File: src/hw/rtl/allm_pkg.sv
// shared types and constants for the linked list manager
`default_nettype none

package allm_pkg;

   localparam int CELL_COUNT_DEF = 256;
   localparam int DATA_WIDTH_DEF = 32;

   localparam int ACTION_W  = 4;
   localparam int LOC_W     = 8;
   localparam int DATA_IO_W = 32;
   localparam int INDEX_W   = 8;
   localparam int STATUS_W  = 2;

   typedef enum logic [ACTION_W-1:0] {
      ACT_INS_BACK   = 4'd0,
      ACT_INS_FRONT  = 4'd1,
      ACT_INS_AFTER  = 4'd2,
      ACT_INS_BEFORE = 4'd3,
      ACT_DELETE     = 4'd4,
      ACT_DEL_AFTER  = 4'd5,
      ACT_DEL_BEFORE = 4'd6,
      ACT_POP_FRONT  = 4'd7,
      ACT_POP_BACK   = 4'd8,
      ACT_READ       = 4'd9
   } allm_action_type;

   localparam logic [STATUS_W-1:0] ST_OK   = 2'd0;
   localparam logic [STATUS_W-1:0] ST_BAD  = 2'd1;
   localparam logic [STATUS_W-1:0] ST_FULL = 2'd2;
   localparam logic [STATUS_W-1:0] ST_NONE = 2'd3;

   typedef struct packed {
      logic next_we;
      logic prev_we;
      logic live_we;
      logic data_we;
   } allm_wen_type;

   typedef struct packed {
      logic [STATUS_W-1:0]  status;
      logic [INDEX_W-1:0]   cell_index;
      logic [DATA_IO_W-1:0] data_out;
      logic [INDEX_W-1:0]   head_index;
      logic [INDEX_W-1:0]   tail_index;
      logic [INDEX_W-1:0]   entry_count;
   } allm_rsp_type;

endpackage

`default_nettype wire

File: src/hw/rtl/allm_seq.sv
// action sequencer: list registers and read-modify-write steps on the cell store
`default_nettype none

module allm_seq
   import allm_pkg::*;
#(
   parameter int CELL_COUNT = CELL_COUNT_DEF,
   parameter int DATA_WIDTH = DATA_WIDTH_DEF,
   localparam int IW = $clog2(CELL_COUNT)
) (
   input  wire logic                  clock,
   input  wire logic                  reset,
   input  wire logic                  req_valid,
   output logic                       req_stall,
   input  wire logic [ACTION_W-1:0]   req_action,
   input  wire logic [LOC_W-1:0]      req_location,
   input  wire logic [DATA_IO_W-1:0]  req_data_in,
   output logic                       done,
   input  wire logic                  taken,
   output allm_rsp_type               result,
   output logic      [IW-1:0]         rd_addr,
   output allm_wen_type               wen,
   output logic      [IW-1:0]         next_waddr,
   output logic      [IW-1:0]         next_wdata,
   output logic      [IW-1:0]         prev_waddr,
   output logic      [IW-1:0]         prev_wdata,
   output logic      [IW-1:0]         cell_waddr,
   output logic                       live_wdata,
   output logic      [DATA_WIDTH-1:0] data_wdata,
   input  wire logic [IW-1:0]         next_rd,
   input  wire logic [IW-1:0]         prev_rd,
   input  wire logic                  live_rd,
   input  wire logic [DATA_WIDTH-1:0] data_rd
);

   localparam int LW = (IW > LOC_W) ? IW : LOC_W;

   typedef enum logic [2:0] {
      S_IDLE,
      S_EVAL,
      S_EVAL2,
      S_TAKE,
      S_LINK,
      S_UNLINK1,
      S_UNLINK2,
      S_DONE
   } state_type;

   state_type             state_ff, state_in;
   logic [ACTION_W-1:0]   act_ff, act_in;
   logic [IW-1:0]         anc_ff, anc_in;
   logic                  anc_ok_ff, anc_ok_in;
   logic [DATA_WIDTH-1:0] din_ff, din_in;
   logic [IW-1:0]         nb_ff, nb_in;
   logic [IW-1:0]         cell_ff, cell_in;
   logic [IW-1:0]         prev_t_ff, prev_t_in;
   logic [IW-1:0]         next_t_ff, next_t_in;
   logic [DATA_WIDTH-1:0] dat_t_ff, dat_t_in;
   logic [STATUS_W-1:0]   st_ff, st_in;
   logic [IW-1:0]         res_cell_ff, res_cell_in;
   logic [DATA_WIDTH-1:0] res_data_ff, res_data_in;
   logic [IW-1:0]         first_ff, first_in;
   logic [IW-1:0]         last_ff, last_in;
   logic [IW-1:0]         free_ff, free_in;
   logic [IW-1:0]         count_ff, count_in;
   logic [IW:0]           fresh_ff, fresh_in;

   logic [LW-1:0] loc_ext;
   logic          loc_ok;
   logic [IW-1:0] req_anc;
   logic          req_anc_ok;
   logic          live_a;
   logic          ins_empty;
   logic          ins_after;
   logic          c_fresh;
   logic [IW:0]   c_plus;

   assign loc_ext = LW'(req_location);
   assign loc_ok  = (loc_ext != '0) && ({1'b0, loc_ext} < (LW + 1)'(CELL_COUNT));

   always_comb begin
      unique case (req_action) inside
         ACT_INS_BACK, ACT_POP_BACK: begin
            req_anc    = last_ff;
            req_anc_ok = (last_ff != '0);
         end
         ACT_INS_FRONT, ACT_POP_FRONT: begin
            req_anc    = first_ff;
            req_anc_ok = (first_ff != '0);
         end
         ACT_INS_AFTER, ACT_INS_BEFORE, ACT_DELETE, ACT_DEL_AFTER, ACT_DEL_BEFORE,
         ACT_READ: begin
            req_anc    = loc_ext[IW-1:0];
            req_anc_ok = loc_ok;
         end
         default: begin
            req_anc    = '0;
            req_anc_ok = 1'b0;
         end
      endcase
   end

   // cells at or above the fill mark were never touched since reset
   assign live_a    = anc_ok_ff && ({1'b0, anc_ff} < fresh_ff) && live_rd;
   assign ins_empty = ((act_ff == ACT_INS_BACK) || (act_ff == ACT_INS_FRONT)) &&
                      (first_ff == '0);
   assign ins_after = (act_ff == ACT_INS_BACK) || (act_ff == ACT_INS_AFTER);
   assign c_fresh   = ({1'b0, cell_ff} == fresh_ff);
   assign c_plus    = {1'b0, cell_ff} + (IW + 1)'(1);

   assign req_stall = (state_ff != S_IDLE);
   assign done      = (state_ff == S_DONE);

   always_comb begin
      result.status      = st_ff;
      result.cell_index  = INDEX_W'(res_cell_ff);
      result.data_out    = DATA_IO_W'(res_data_ff);
      result.head_index  = INDEX_W'(first_ff);
      result.tail_index  = INDEX_W'(last_ff);
      result.entry_count = INDEX_W'(count_ff);
   end

   always_comb begin
      state_in    = state_ff;
      act_in      = act_ff;
      anc_in      = anc_ff;
      anc_ok_in   = anc_ok_ff;
      din_in      = din_ff;
      nb_in       = nb_ff;
      cell_in     = cell_ff;
      prev_t_in   = prev_t_ff;
      next_t_in   = next_t_ff;
      dat_t_in    = dat_t_ff;
      st_in       = st_ff;
      res_cell_in = res_cell_ff;
      res_data_in = res_data_ff;
      first_in    = first_ff;
      last_in     = last_ff;
      free_in     = free_ff;
      count_in    = count_ff;
      fresh_in    = fresh_ff;
      rd_addr     = '0;
      wen         = '0;
      next_waddr  = '0;
      next_wdata  = '0;
      prev_waddr  = '0;
      prev_wdata  = '0;
      cell_waddr  = '0;
      live_wdata  = 1'b0;
      data_wdata  = din_ff;

      unique case (state_ff)
         S_IDLE: begin
            rd_addr = req_anc;
            if (req_valid) begin
               act_in    = req_action;
               anc_in    = req_anc;
               anc_ok_in = req_anc_ok;
               din_in    = DATA_WIDTH'(req_data_in);
               state_in  = S_EVAL;
            end
         end

         S_EVAL: begin
            st_in       = ST_OK;
            res_cell_in = '0;
            res_data_in = '0;
            state_in    = S_DONE;
            case (act_ff) inside
               ACT_INS_BACK, ACT_INS_FRONT, ACT_INS_AFTER, ACT_INS_BEFORE: begin
                  if (!live_a && !ins_empty) begin
                     st_in = ST_BAD;
                  end else if (free_ff == '0) begin
                     st_in = ST_FULL;
                  end else begin
                     rd_addr  = free_ff;
                     cell_in  = free_ff;
                     nb_in    = ins_after ? next_rd : prev_rd;
                     state_in = S_TAKE;
                  end
               end
               ACT_DELETE, ACT_POP_FRONT, ACT_POP_BACK: begin
                  if (!live_a) begin
                     st_in = ST_BAD;
                  end else begin
                     cell_in   = anc_ff;
                     prev_t_in = prev_rd;
                     next_t_in = next_rd;
                     dat_t_in  = data_rd;
                     state_in  = S_UNLINK1;
                  end
               end
               ACT_DEL_AFTER: begin
                  if (!live_a) begin
                     st_in = ST_BAD;
                  end else if ((anc_ff == last_ff) || (next_rd == '0)) begin
                     st_in = ST_NONE;
                  end else begin
                     rd_addr  = next_rd;
                     cell_in  = next_rd;
                     state_in = S_EVAL2;
                  end
               end
               ACT_DEL_BEFORE: begin
                  if (!live_a) begin
                     st_in = ST_BAD;
                  end else if ((anc_ff == first_ff) || (prev_rd == '0)) begin
                     st_in = ST_NONE;
                  end else begin
                     rd_addr  = prev_rd;
                     cell_in  = prev_rd;
                     state_in = S_EVAL2;
                  end
               end
               ACT_READ: begin
                  if (!live_a) begin
                     st_in = ST_BAD;
                  end else begin
                     res_cell_in = anc_ff;
                     res_data_in = data_rd;
                  end
               end
               default: begin
               end
            endcase
         end

         S_EVAL2: begin
            prev_t_in = prev_rd;
            next_t_in = next_rd;
            dat_t_in  = data_rd;
            state_in  = S_UNLINK1;
         end

         S_UNLINK1: begin
            wen.next_we = 1'b1;
            next_waddr  = cell_ff;
            next_wdata  = free_ff;
            wen.prev_we = 1'b1;
            prev_waddr  = cell_ff;
            prev_wdata  = '0;
            wen.live_we = 1'b1;
            cell_waddr  = cell_ff;
            live_wdata  = 1'b0;
            free_in     = cell_ff;
            if (last_ff == cell_ff) begin
               last_in = prev_t_ff;
            end
            if (first_ff == cell_ff) begin
               first_in = next_t_ff;
            end
            count_in    = count_ff - IW'(1);
            st_in       = ST_OK;
            res_cell_in = cell_ff;
            res_data_in = dat_t_ff;
            state_in    = S_UNLINK2;
         end

         S_UNLINK2: begin
            if (prev_t_ff != '0) begin
               wen.next_we = 1'b1;
               next_waddr  = prev_t_ff;
               next_wdata  = next_t_ff;
            end
            if (next_t_ff != '0) begin
               wen.prev_we = 1'b1;
               prev_waddr  = next_t_ff;
               prev_wdata  = prev_t_ff;
            end
            state_in = S_DONE;
         end

         S_TAKE: begin
            if (c_fresh) begin
               fresh_in = fresh_ff + (IW + 1)'(1);
               free_in  = (c_plus == (IW + 1)'(CELL_COUNT)) ? '0 : c_plus[IW-1:0];
            end else begin
               free_in = next_rd;
            end
            wen.live_we = 1'b1;
            wen.data_we = 1'b1;
            cell_waddr  = cell_ff;
            live_wdata  = 1'b1;
            wen.next_we = 1'b1;
            next_waddr  = cell_ff;
            wen.prev_we = 1'b1;
            prev_waddr  = cell_ff;
            if (ins_empty) begin
               next_wdata = '0;
               prev_wdata = '0;
               first_in   = cell_ff;
               last_in    = cell_ff;
               state_in   = S_DONE;
            end else begin
               next_wdata = ins_after ? nb_ff : anc_ff;
               prev_wdata = ins_after ? anc_ff : nb_ff;
               if (ins_after && (last_ff == anc_ff)) begin
                  last_in = cell_ff;
               end
               if (!ins_after && (first_ff == anc_ff)) begin
                  first_in = cell_ff;
               end
               state_in = S_LINK;
            end
            count_in    = count_ff + IW'(1);
            st_in       = ST_OK;
            res_cell_in = cell_ff;
            res_data_in = '0;
         end

         S_LINK: begin
            if (ins_after) begin
               wen.next_we = 1'b1;
               next_waddr  = anc_ff;
               next_wdata  = cell_ff;
               if (nb_ff != '0) begin
                  wen.prev_we = 1'b1;
                  prev_waddr  = nb_ff;
                  prev_wdata  = cell_ff;
               end
            end else begin
               wen.prev_we = 1'b1;
               prev_waddr  = anc_ff;
               prev_wdata  = cell_ff;
               if (nb_ff != '0) begin
                  wen.next_we = 1'b1;
                  next_waddr  = nb_ff;
                  next_wdata  = cell_ff;
               end
            end
            state_in = S_DONE;
         end

         S_DONE: begin
            if (taken) begin
               state_in = S_IDLE;
            end
         end

         default: begin
            state_in = S_IDLE;
         end
      endcase
   end

   always_ff @(posedge clock) begin
      act_ff      <= act_in;
      anc_ff      <= anc_in;
      anc_ok_ff   <= anc_ok_in;
      din_ff      <= din_in;
      nb_ff       <= nb_in;
      cell_ff     <= cell_in;
      prev_t_ff   <= prev_t_in;
      next_t_ff   <= next_t_in;
      dat_t_ff    <= dat_t_in;
      st_ff       <= st_in;
      res_cell_ff <= res_cell_in;
      res_data_ff <= res_data_in;
      if (reset) begin
         state_ff <= S_IDLE;
         first_ff <= '0;
         last_ff  <= '0;
         free_ff  <= IW'(1);
         count_ff <= '0;
         fresh_ff <= (IW + 1)'(1);
      end else begin
         state_ff <= state_in;
         first_ff <= first_in;
         last_ff  <= last_in;
         free_ff  <= free_in;
         count_ff <= count_in;
         fresh_ff <= fresh_in;
      end
   end

endmodule

`default_nettype wire

File: config.mk
export PLATFORM = sky130hd
export DESIGN_NAME = allm_seq
export DESIGN_NICKNAME = d
export VERILOG_FILES = /design/src/hw/rtl/allm_pkg.sv /design/src/hw/rtl/allm_seq.sv
export SDC_FILE = /design/constraint.sdc
export NUM_CORES = 1
export LEC_CHECK = 0
export CAP_MARGIN = 20
export CORE_UTILIZATION = 25
export CTS_BUF_LIST = sky130_fd_sc_hd__clkbuf_8 sky130_fd_sc_hd__clkbuf_16
export DETAILED_ROUTE_END_ITERATION = 7
export DONT_BUFFER_PORTS = 1
export SYNTH_ARGS = -nofsm -noshare
export SYNTH_HDL_FRONTEND = slang
export SYNTH_SLANG_ARGS = --single-unit
export TNS_END_PERCENT = 50
File: constraint.sdc
create_clock -name clock -period 10.03 [get_ports clock]
set_clock_uncertainty 0.2 [all_clocks]
set_input_delay 2.006 -clock clock [delete_from_list [all_inputs] [get_ports clock]]
set_output_delay 2.006 -clock clock [all_outputs]
set_load 0.05 [all_outputs]
; Word level (Yosys, flattened, before mapping)
; Index checks and enable logic that the tools add are counted.
[totals]
mem_bits_ro = 0
latch_bits = 0
memories = 0
elab_cells = 238
input_bits = 97
regBits = 195
ram_bits = 0
out_inout_bits = 153
[op_classes]
eq_ne = 49
div = 0
n_mux = 117
reduce_logical = 47
n_lt_le_gt_ge = 1
mul = 0
addsub = 4
bitwise = 2
shift = 0
[ops]
columns = op, count
row1 = $mux W8, 57
row2 = $mux W32, 9
row3 = $pmux W8 S2, 8
row4 = $pmux W32 S3, 1
row5 = $pmux W8 S3, 4
row6 = $pmux W32 S2, 1
row7 = $eq A8 B8 Y1, 6
row8 = $reduce_bool A8 Y1, 6
row9 = $mux W3, 12
row10 = $eq A4 B3 Y1 const B, 8
row11 = $logic_not A8 Y1, 4
row12 = $pmux W8 S4, 1
row13 = $mux W2, 13
row14 = $pmux W3 S7, 1
row15 = $eq A4 B2 Y1 const B, 4
row16 = $eq A4 B4 Y1 const B, 4
row17 = $ne A2 B2 Y1 const B, 8
row18 = $eq A3 B3 Y1 const B, 4
row19 = $add A8 B1 Y9 const B, 1
row20 = $add A9 B1 Y9 const B, 1
row21 = $eq A8 B9 Y1, 1
row22 = $eq A9 B9 Y1 const B, 1
row23 = $lt A8 B9 Y1, 1
row24 = $ne A3 B2 Y1 const B, 3
row25 = other kinds (29), 61

; Logic depth before layout (Yosys ltp)
; Gate-level depths: netlist (run 1).
[logic_depth]
ltp_word = 10
mapped_depth = 12
mapped_depth_nobuf = 9

; Least setup slack after synthesis (run 1)
; Ideal clock, no wire load.
[synth_timing]
kind = input port to flip-flop
from = input port live_rd
to = register dat_t_ff[0], enable pin
t_required_ns = 9.360
path_slack_ns = 4.319
path_buffers = 1
setup_time_ns = 0.470
cell_stages = 5
t_arrival_ns = 5.041
path_cell_list = o311ai_0 > a211oi_1 > buf_2 > nand4b_1 > a21oi_1
[synth_via]
elab_chain_len = 3
[synth_rtl]
columns = item, line_no
row1 = "start, declared", allm_seq.sv:32  ; input wire logic live_rd,
row2 = $logic_and A1 B1 Y1, allm_seq.sv:104  ; assign live_a = anc_ok_ff && ({1'b0, anc_ff} < fresh_ff) && live_rd;
row3 = $ne A2 B2 Y1 (no source line), n/a
row4 = $reduce_and A4 Y1 (no source line), n/a
row5 = "end signal, assigned", allm_seq.sv:355  ; dat_t_ff <= dat_t_in;
row6 = "end, declared", allm_seq.sv:58  ; logic [DATA_WIDTH-1:0] dat_t_ff, dat_t_in;
; No other way between the ends.
; A chain may end at the register's enable or synchronous reset.

; Final worst setup path (run 1)
[layout_timing]
from = input port req_action[1]
to = output port rd_addr[6]
[layout_via]
elab_chain_len = 4
elab_cells_between_ends = 15
classes_between = eq/ne (9) / mux (2) / reduce/logical (4)
[layout_rtl]
columns = item, line_no
row1 = "start, declared", allm_seq.sv:15  ; input wire logic [ACTION_W-1:0] req_action,
row2 = $eq A4 B2 Y1 (no source line) (tied with other cells), n/a
row3 = $reduce_or A6 Y1 / $reduce_or A2 Y1 (equally long branches), allm_seq.sv:82  ; unique case (req_action) inside
row4 = $pmux W8 S3 (*), allm_seq.sv:82
row5 = $pmux W8 S2 (*), allm_seq.sv:152  ; unique case (state_ff)
row6 = "end, declared", allm_seq.sv:21  ; output logic [IW-1:0] rd_addr,
; Mark *: on every way between the ends. The rest lies on a longest branch, timed or not.

==> impl_summary.txt, run 1 <==
----------------------------------------------------
[Run status]
  Status ... complete, but fails checks
  Violated checks ... DRC

[Clock tree]
  Setup bufs post-CTS ... 0
  Insertion delay of the later-clocked pin in the worst-skew pair ... 0.46 ns
  Buffer levels on the longest clock path ... 2
  Number of sinks on the clock net ... 195
  Quantity of hold-fixing buffers added after cts ... 0
  Clock slew seen by the registers of the worst setup and hold paths ... roughly 0.07 ns
  CTS H-tree lvls ... 4
  Num CTS Buffers ... 17
  Clock tree from TritonCTS ... built
  Post-cts repair resize count ... 0
  Clock tree root driver cell ... clkbuf_16

[Die]
  Core region area ... 38700 um2
  Y dimension of the die ... 201 um
  Initial Utilization ... 25.4%
  # rows ... just over 70
  Ports ... 250
  Overall die width ... 201 um
  Floorplan die area ... 40200 um2

[Placement]
  Hpwl dp ... 25100 um
  Number of placed cells counting well taps ... roughly 1400
  Worst setup slack after placement ... approximately 3.9 ns
  Post-place instance area ... 10500 um2
  Final estimated routing congestion in global placement ... 0.867
  IO buf count ... 0

[GRT]
  Largest net degree at the start of global routing ... 53
  Wire length of the first global-routing pass ... 49600 um
  Total Routing Usage GR ... 16.8%
  Initial antenna violation count ... 2
  Residual overflow from global routing ... 0
  Vias in the first global route ... 7147

[Setup path]
  Register-to-Register Setup Slack ... 6.25 ns
  Data required, critical path ... 7.82 ns
  Type of element launching the critical path ... primary input
  Endpoint kind of the worst setup timing path ... output port
  Highest fanout seen on the critical path ... 9
  Endpoint arrival time on the critical path ... 4.02 ns
  Critical path class ... primary input to output port

[Power and ir drop]
  Switching part of the total power ... between 50% and 60%
  Register share of total power ... 47.8%
  Clk network pwr share ... 19.1%
  Net switching power of the design ... 1.77 mW
  Total internal power ... 1.76 mW
  Overall Power ... 3.53 mW
  Cell Pwr Density ... 318 nW/um2
  Leakage component of the power ... 3.78 nW
  Combinational share of power ... 33.1%
  IR drop worst, VDD ... 0.129 mV

[Cells and area]
  Register area ... 5420 um2
  Area growth from synthesis to final layout ... 12.6%
  Filler cell count ... 4020
  Nets@finish ... 991
  Post-route design area ... 11100 um2
  Total area of multi-input combinational cells ... 4090 um2
  Final cell count without fillers ... 1411
  Ratio of cells with drive above 1 in the final layout ... between 10% and 20%

[Job]
  Max-cap viol count ... 0

[Routing]
  DR vias/cell ... roughly 5.3
  Routed length per instance ... roughly 24 um
  Vias ... ~7500
  DR iter-0 viols ... 751
  Routed wire length ... 34200 um
  Detailed-routing iteration count for the pre-antenna-repair pass ... 8
  DRC violations left ... 14
  Number of nets with antenna violations after routing ... 0

[Yosys]
  Avg Cell Area, Syn ... between 10 and 15 um2
  Net Count, Synth ... 1003
  Yosys cell types ... 66
  Yosys Warn Count ... 0
  Most used DFF post-synth ... edfxtp_1
  Number of synthesized flops with an enable pin ... 151
  Synthesized area ... 9850 um2
  Post-synthesis sequential element count ... 195
  Synth Instances ... between 800 and 900
  Ys async rst share ... 0%
  Seq/Total Area, Yosys ... 55.0%

[Timing]
  Setup repair after global routing missed its margin ... false
  Pins over their slew limit ... 0
  Count of endpoints failing setup in the final report ... 0
  Hold Vio Cnt, Final ... 0
  Slew @ Worst Pin ... between 1 and 1.5 ns
  Share of the clock period used by the worst path ... between 60% and 70%
  Min cycle time layout ... 6.23 ns
  Upper clock frequency limit ... 161 MHz
  Final critical-path setup slack ... 3.80 ns
  Total negative setup slack ... 0 ns
  Relative max-transition margin ... about a quarter

[Hold path]
  Worst min path class ... flip-flop to flip-flop

----------------------------------------------------
[worst max-delay path, cell delays in order]
cell and delay [ns]:
xor2_1 0.14, nor3b_1 0.85, a222oi_1 0.35, o22ai_1 0.26, a21o_1 0.41
[sequential cells by signal (all words and copies together), names as in the netlist]
signal and count:
dat_t_ff 32, data_wdata 32, res_data_ff 32, fresh_ff 9, anc_ff 8, cell_ff 8
count_ff 8, first_ff 8, free_ff 8, last_ff 8, nb_ff 8, next_t_ff 8
prev_t_ff 8, res_cell_ff 8, act_ff 4, state_ff 3, st_ff 2, anc_ok_ff 1
[power groups by stage]
stage / combinational, mW / clock, mW / sequential [mW]
detailed placement: 1.15 / 0 / 1.71
floorplan: 0.865 / 0 / 1.67
CTS: 1.15 / 0.691 / 1.69
global route: 1.25 / 0.716 / 1.70
finish: 1.17 / 0.676 / 1.69
global placement: 1.14 / 0 / 1.70
[cells by family after synthesis]
kind of cell	count (synthesis)	share of synthesized area (%)
AO/OA/AOI/OAI	248	17.7
XOR/XNOR	56	4.98
multiplexers	36	3.77
AND/OR/NAND/NOR	245	12.5
adder cells (fa/ha/maj)	16	2.11
flip-flops	195	55.0
buffers and inverters	94	3.96
[cell type report]
cell class              instances  share of cell area, %
multi-input cells             601                   36.8
clock buffers                  18                   4.06
flip-flops and latches        195                   48.8
well taps                     518                   5.84
repair buffers                 30                   2.12
inverters                      33                   1.12
diodes                          2                 0.0451
clock inverters                14                   1.15
[layer usage]
layer  vias up  track usage, %  wire (um)
li1       3345               -          -
met1      3632            20.2      13700
met4         4            7.42       1170
met3        87            6.77       3770
met5         -               0         22
met2       428            26.4      15500
[layout by cell type (no fill, tap or decap), types with 6 or more instances in the layout]
cell type    n
clkbuf_16   18
nor4_1      15
buf_4       27
or4_1        7
a21oi_1     39
a22oi_1     38
nand2_1     94
or3_1        8
nand4_1      6
mux2i_1     27
mux2_2       9
a311oi_1    15
edfxtp_1   151
ha_1        15
xor2_1      41
o211ai_1     9
xnor2_1     15
o22ai_1     15
a222oi_1    10
o21ai_0     28
a211oi_1     7
dfxtp_1     44
nand3_1     10
a21o_1       9
nor2_1      59
nand2b_1     8
o21ai_1     24
a22o_1      32
inv_1       33
[synthesized netlist by cell type, types with 5 or more instances]
library cell | number | area [um2]
o211ai_1 | 9 | 67.6
a22oi_1 | 38 | 285
or4_1 | 7 | 52.6
xnor2_1 | 15 | 131
nand2_1 | 95 | 357
a21o_1 | 9 | 67.6
nand3_1 | 10 | 50.1
or3_1 | 8 | 50.1
buf_2 | 18 | 90.1
dfxtp_1 | 44 | 881
clkbuf_1 | 37 | 139
a211oi_1 | 7 | 52.6
inv_1 | 31 | 116
mux2i_1 | 27 | 270
ha_1 | 15 | 188
mux2_2 | 9 | 101
nor4_1 | 15 | 93.8
o21ai_0 | 52 | 260
o22ai_1 | 15 | 93.8
nand2b_1 | 8 | 50.1
a22o_1 | 32 | 280
nor3_1 | 5 | 25.0
xor2_1 | 41 | 359
nand4_1 | 6 | 37.5
edfxtp_1 | 151 | 4530
a21oi_1 | 40 | 200
a311oi_1 | 15 | 131
nor2_1 | 60 | 225
a222oi_1 | 10 | 100
[path summary, 6_finish.rpt]
path | startpoint | to | cells past startpoint
min reg2reg | fresh_ff[8] | fresh_ff[8] | 2
max reg2reg | anc_ff[6] | dat_t_ff[24] | 8
min | fresh_ff[8] | fresh_ff[8] | 2
max | req_action[1] | rd_addr[6] | 5
[stage by stage]
stage          hold slack [ns]  util [%]
5_1_grt                  0.357      28.6
2_1_floorplan            0.276         -
6_report                 0.333      28.6
3_3_place_gp             0.311      27.0
3_5_place_dp             0.313      27.0
4_1_cts                  0.326      28.5
Note: power is estimated with default switching activity, not from simulation.
==> run 2: changes to the inputs <==
Settings changed: ABC_AREA set to 1.
Clock period 10.03 ns to 6.1 ns, I/O delays scaled along.
==> impl_summary.txt, run 2 <==
----------------------------------------------------
[Power and ir drop]
  Clk network pwr share ... 18.6% (-0.5 points)
  IR drop worst, VDD ... 0.258 mV (+100%)
  Overall Power ... 6.82 mW (+93%)
  Leakage component of the power ... 4.44 nW (+17%)
  Combinational share of power ... 35.7% (+2.6 points)
  Total internal power ... 3.23 mW (+83%)
  Cell Pwr Density ... 587 nW/um2 (+84%)
  Switching part of the total power ... 52.7% (+2.7 points)
  Net switching power of the design ... 3.60 mW (+100%)
  Register share of total power ... 45.7% (-2.1 points)

[Yosys]
  Net Count, Synth ... 1267 (+26%)
  Yosys cell types ... 52 (-21%)
  Number of synthesized flops with an enable pin ... 151 (unchanged)
  Yosys Warn Count ... 0 (unchanged)
  Synth cell count leaders ... 287 x nand2_1, 151 x edfxtp_1, 148 x inv_1
  Seq/Total Area, Yosys ... 52.7% (-2.2 points)
  Dominant cell type by area after synthesis ... edfxtp_1
  Synth Instances ... 1154 (+30%)
  Avg Cell Area, Syn ... 8.90 um2 (-20%)
  Ys async rst share ... 0% (unchanged)
  Most used standard cell by instance count after synthesis ... nand2_1
  Proportion of netlist area held by the largest area contributor ... 44.2% (-1.9 points)
  Synthesized area ... 10300 um2 (+4.2%)
  Leading post-synthesis cells by cell area ... edfxtp_1 44%, nand2_1 10%, dfxtp_1 8.6%
  Post-synthesis sequential element count ... 195 (unchanged)
  Most used DFF post-synth ... edfxtp_1

[Timing]
  Hold Vio Cnt, Final ... 0 (unchanged)
  Pins over their slew limit ... 0 (unchanged)
  Min cycle time layout ... 4.79 ns
  Setup repair after global routing missed its margin ... false
  Relative max-transition margin ... 19.7% (-6.3 points)
  Upper clock frequency limit ... 209 MHz
  Total negative setup slack ... 0 ns (unchanged)
  Share of the clock period used by the worst path ... 78.5%
  Slew @ Worst Pin ... 1.23 ns (+0.123 ns)
  Count of endpoints failing setup in the final report ... 0 (unchanged)

[Clock tree]
  Clock tree root driver cell ... clkbuf_16
  Clock tree from TritonCTS ... built
  Quantity of hold-fixing buffers added after cts ... 0 (unchanged)
  Num CTS Buffers ... 17 (unchanged)
  Clock slew seen by the registers of the worst setup and hold paths ... 0.09 ns (+0.02 ns)
  CTS H-tree lvls ... 4 (unchanged)
  Setup bufs post-CTS ... 0 (unchanged)
  Number of sinks on the clock net ... 195 (unchanged)
  Buffer levels on the longest clock path ... 2 (unchanged)
  Post-cts repair resize count ... 0 (unchanged)
  Insertion delay of the later-clocked pin in the worst-skew pair ... 0.46 ns (about the same)

[Setup path]
  Launching point of the worst reg2reg path ... first_ff[7]
  Data required, critical path ... 4.68 ns (-3.14 ns)
  Critical path class ... flip-flop to output port
  Endpoint arrival time on the critical path ... 3.37 ns (-0.65 ns)
  Worst setup path startpoint ... act_ff[2]
  Type of element launching the critical path ... flip-flop
  Highest fanout seen on the critical path ... 28 (+19)
  Endpoint kind of the worst setup timing path ... output port

[GRT]
  Wire length of the first global-routing pass ... 53200 um (+7.3%)
  Total Routing Usage GR ... 17.5% (+0.71 points)
  Residual overflow from global routing ... 0 (unchanged)
  Largest net degree at the start of global routing ... 49 (-7.5%)
  Vias in the first global route ... 8186 (+15%)
  Initial antenna violation count ... 0 (-2)

[Routing]
  Routed wire length ... 37400 um (+9.5%)
  DR iter-0 viols ... 1111 (+48%)
  Detailed-routing iteration count for the pre-antenna-repair pass ... 8 (unchanged)
  Routed length per instance ... 22.1 um (-9.0%)
  DR vias/cell ... 5.13 (-3.4%)
  Vias ... 8715 (+16%)
  DRC violations left ... 0 (-14)
  Number of nets with antenna violations after routing ... 0 (unchanged)

[Placement]
  Hpwl dp ... 28900 um (+15%)
  Post-place instance area ... 10900 um2 (+4.4%)
  Final estimated routing congestion in global placement ... 0.954 (+10%)
  IO buf count ... 0 (unchanged)

[Run status]
  Status ... finished, final reports clean

[Cells and area]
  Ratio of cells with drive above 1 in the final layout ... 9.21% (-1.2 points)
  Final Util ... 29.0% (+0.34 points)
  Highest-count cells in the layout ignoring fill and taps ... 286 x nand2_1, 151 x edfxtp_1, 148 x inv_1
  Post-route design area ... 11600 um2 (+4.7%)
  Nets@finish ... 1273 (+28%)
  Antenna cell count ... 0 (-2)
  Area growth from synthesis to final layout ... 13.1%
  Most common library cell in the layout ignoring fill and taps ... nand2_1

[Job]
  Max-cap viol count ... 0 (unchanged)

[Die]
  Ports ... 250 (unchanged)
  Overall die width ... 205 um (+2.1%)
  Y dimension of the die ... 205 um (+2.1%)
  # rows ... 73 (+1.4%)
  Floorplan die area ... 41900 um2 (+4.2%)
  Initial Utilization ... 25.6% (+0.17 points)
  Core region area ... 40100 um2 (+3.5%)

[Hold path]
  Hold path startpoint ... free_ff[1]
  Worst min path class ... flip-flop to flip-flop

----------------------------------------------------
[run 2: area by class of cell]
cell class              instances  area (um2)
fillers                      4161       28500
multi-input cells             756        4040
clock buffers                  17         425
repair buffers                 29         234
well taps                     525         657
flip-flops and latches        195        5420
clock inverters                15         239
inverters                     161         611
[run 2: worst paths after layout]
check	to	slack [ns]	cells past startpoint
min reg2reg	free_ff[1]	0.29	2
max reg2reg	nb_ff[3]	2.94	7
min	free_ff[1]	0.29	2
max	next_wdata[7]	1.31	7
[run 2: cells by family after synthesis]
group / count (synthesis) / synth area share, %
AO/OA/AOI/OAI: 264 / 15.3
XOR/XNOR: 30 / 2.56
adder cells (fa/ha/maj): 16 / 2.02
buffers and inverters: 203 / 8.21
flip-flops: 195 / 52.7
AND/OR/NAND/NOR: 446 / 19.2
[run 2: critical path, cell delays in order, from the launching register on]
cell and delay [ns]:
edfxtp_1 0.45, nor2_4 0.18, inv_2 0.20, nor2_8 0.37, inv_2 0.29, nand2_1 0.14, nand2_1 0.24, o211ai_1 1.01
[run 2: routing by layer]
metal	wire length [um]	up-vias	global-route usage, %
li1	-	3952	-
met1	13800	4116	20.7
met2	17600	584	29.1
met3	5060	63	6.79
met4	929	0	5.44
met5	0	-	0
[run 2: power groups by stage]
| stage | Sequential (mW) | Combinational, mW | Clock (mW) |
|---|---|---|---|
| 6_report | 3.12 | 2.43 | 1.27 |
| 3_5_place_dp | 3.15 | 2.39 | 0 |
| 3_3_place_gp | 3.15 | 2.32 | 0 |
| 5_1_grt | 3.17 | 2.62 | 1.34 |
| 4_1_cts | 3.13 | 2.40 | 1.28 |
| 2_1_floorplan | 3.08 | 1.72 | 0 |
[run 2: metrics by stage]
| step | setup slack [ns] | instances | hold WS (ns) |
|---|---|---|---|
| final | 1.31 | 1698 | 0.292 |
| after detailed placement | 1.71 | 1665 | 0.271 |
| after global placement | 1.75 | 1654 | 0.263 |
| after global routing | 1.15 | 1698 | 0.301 |
| after floorplan | 0.269 | 1154 | 0.261 |
| after CTS | 1.32 | 1697 | 0.284 |
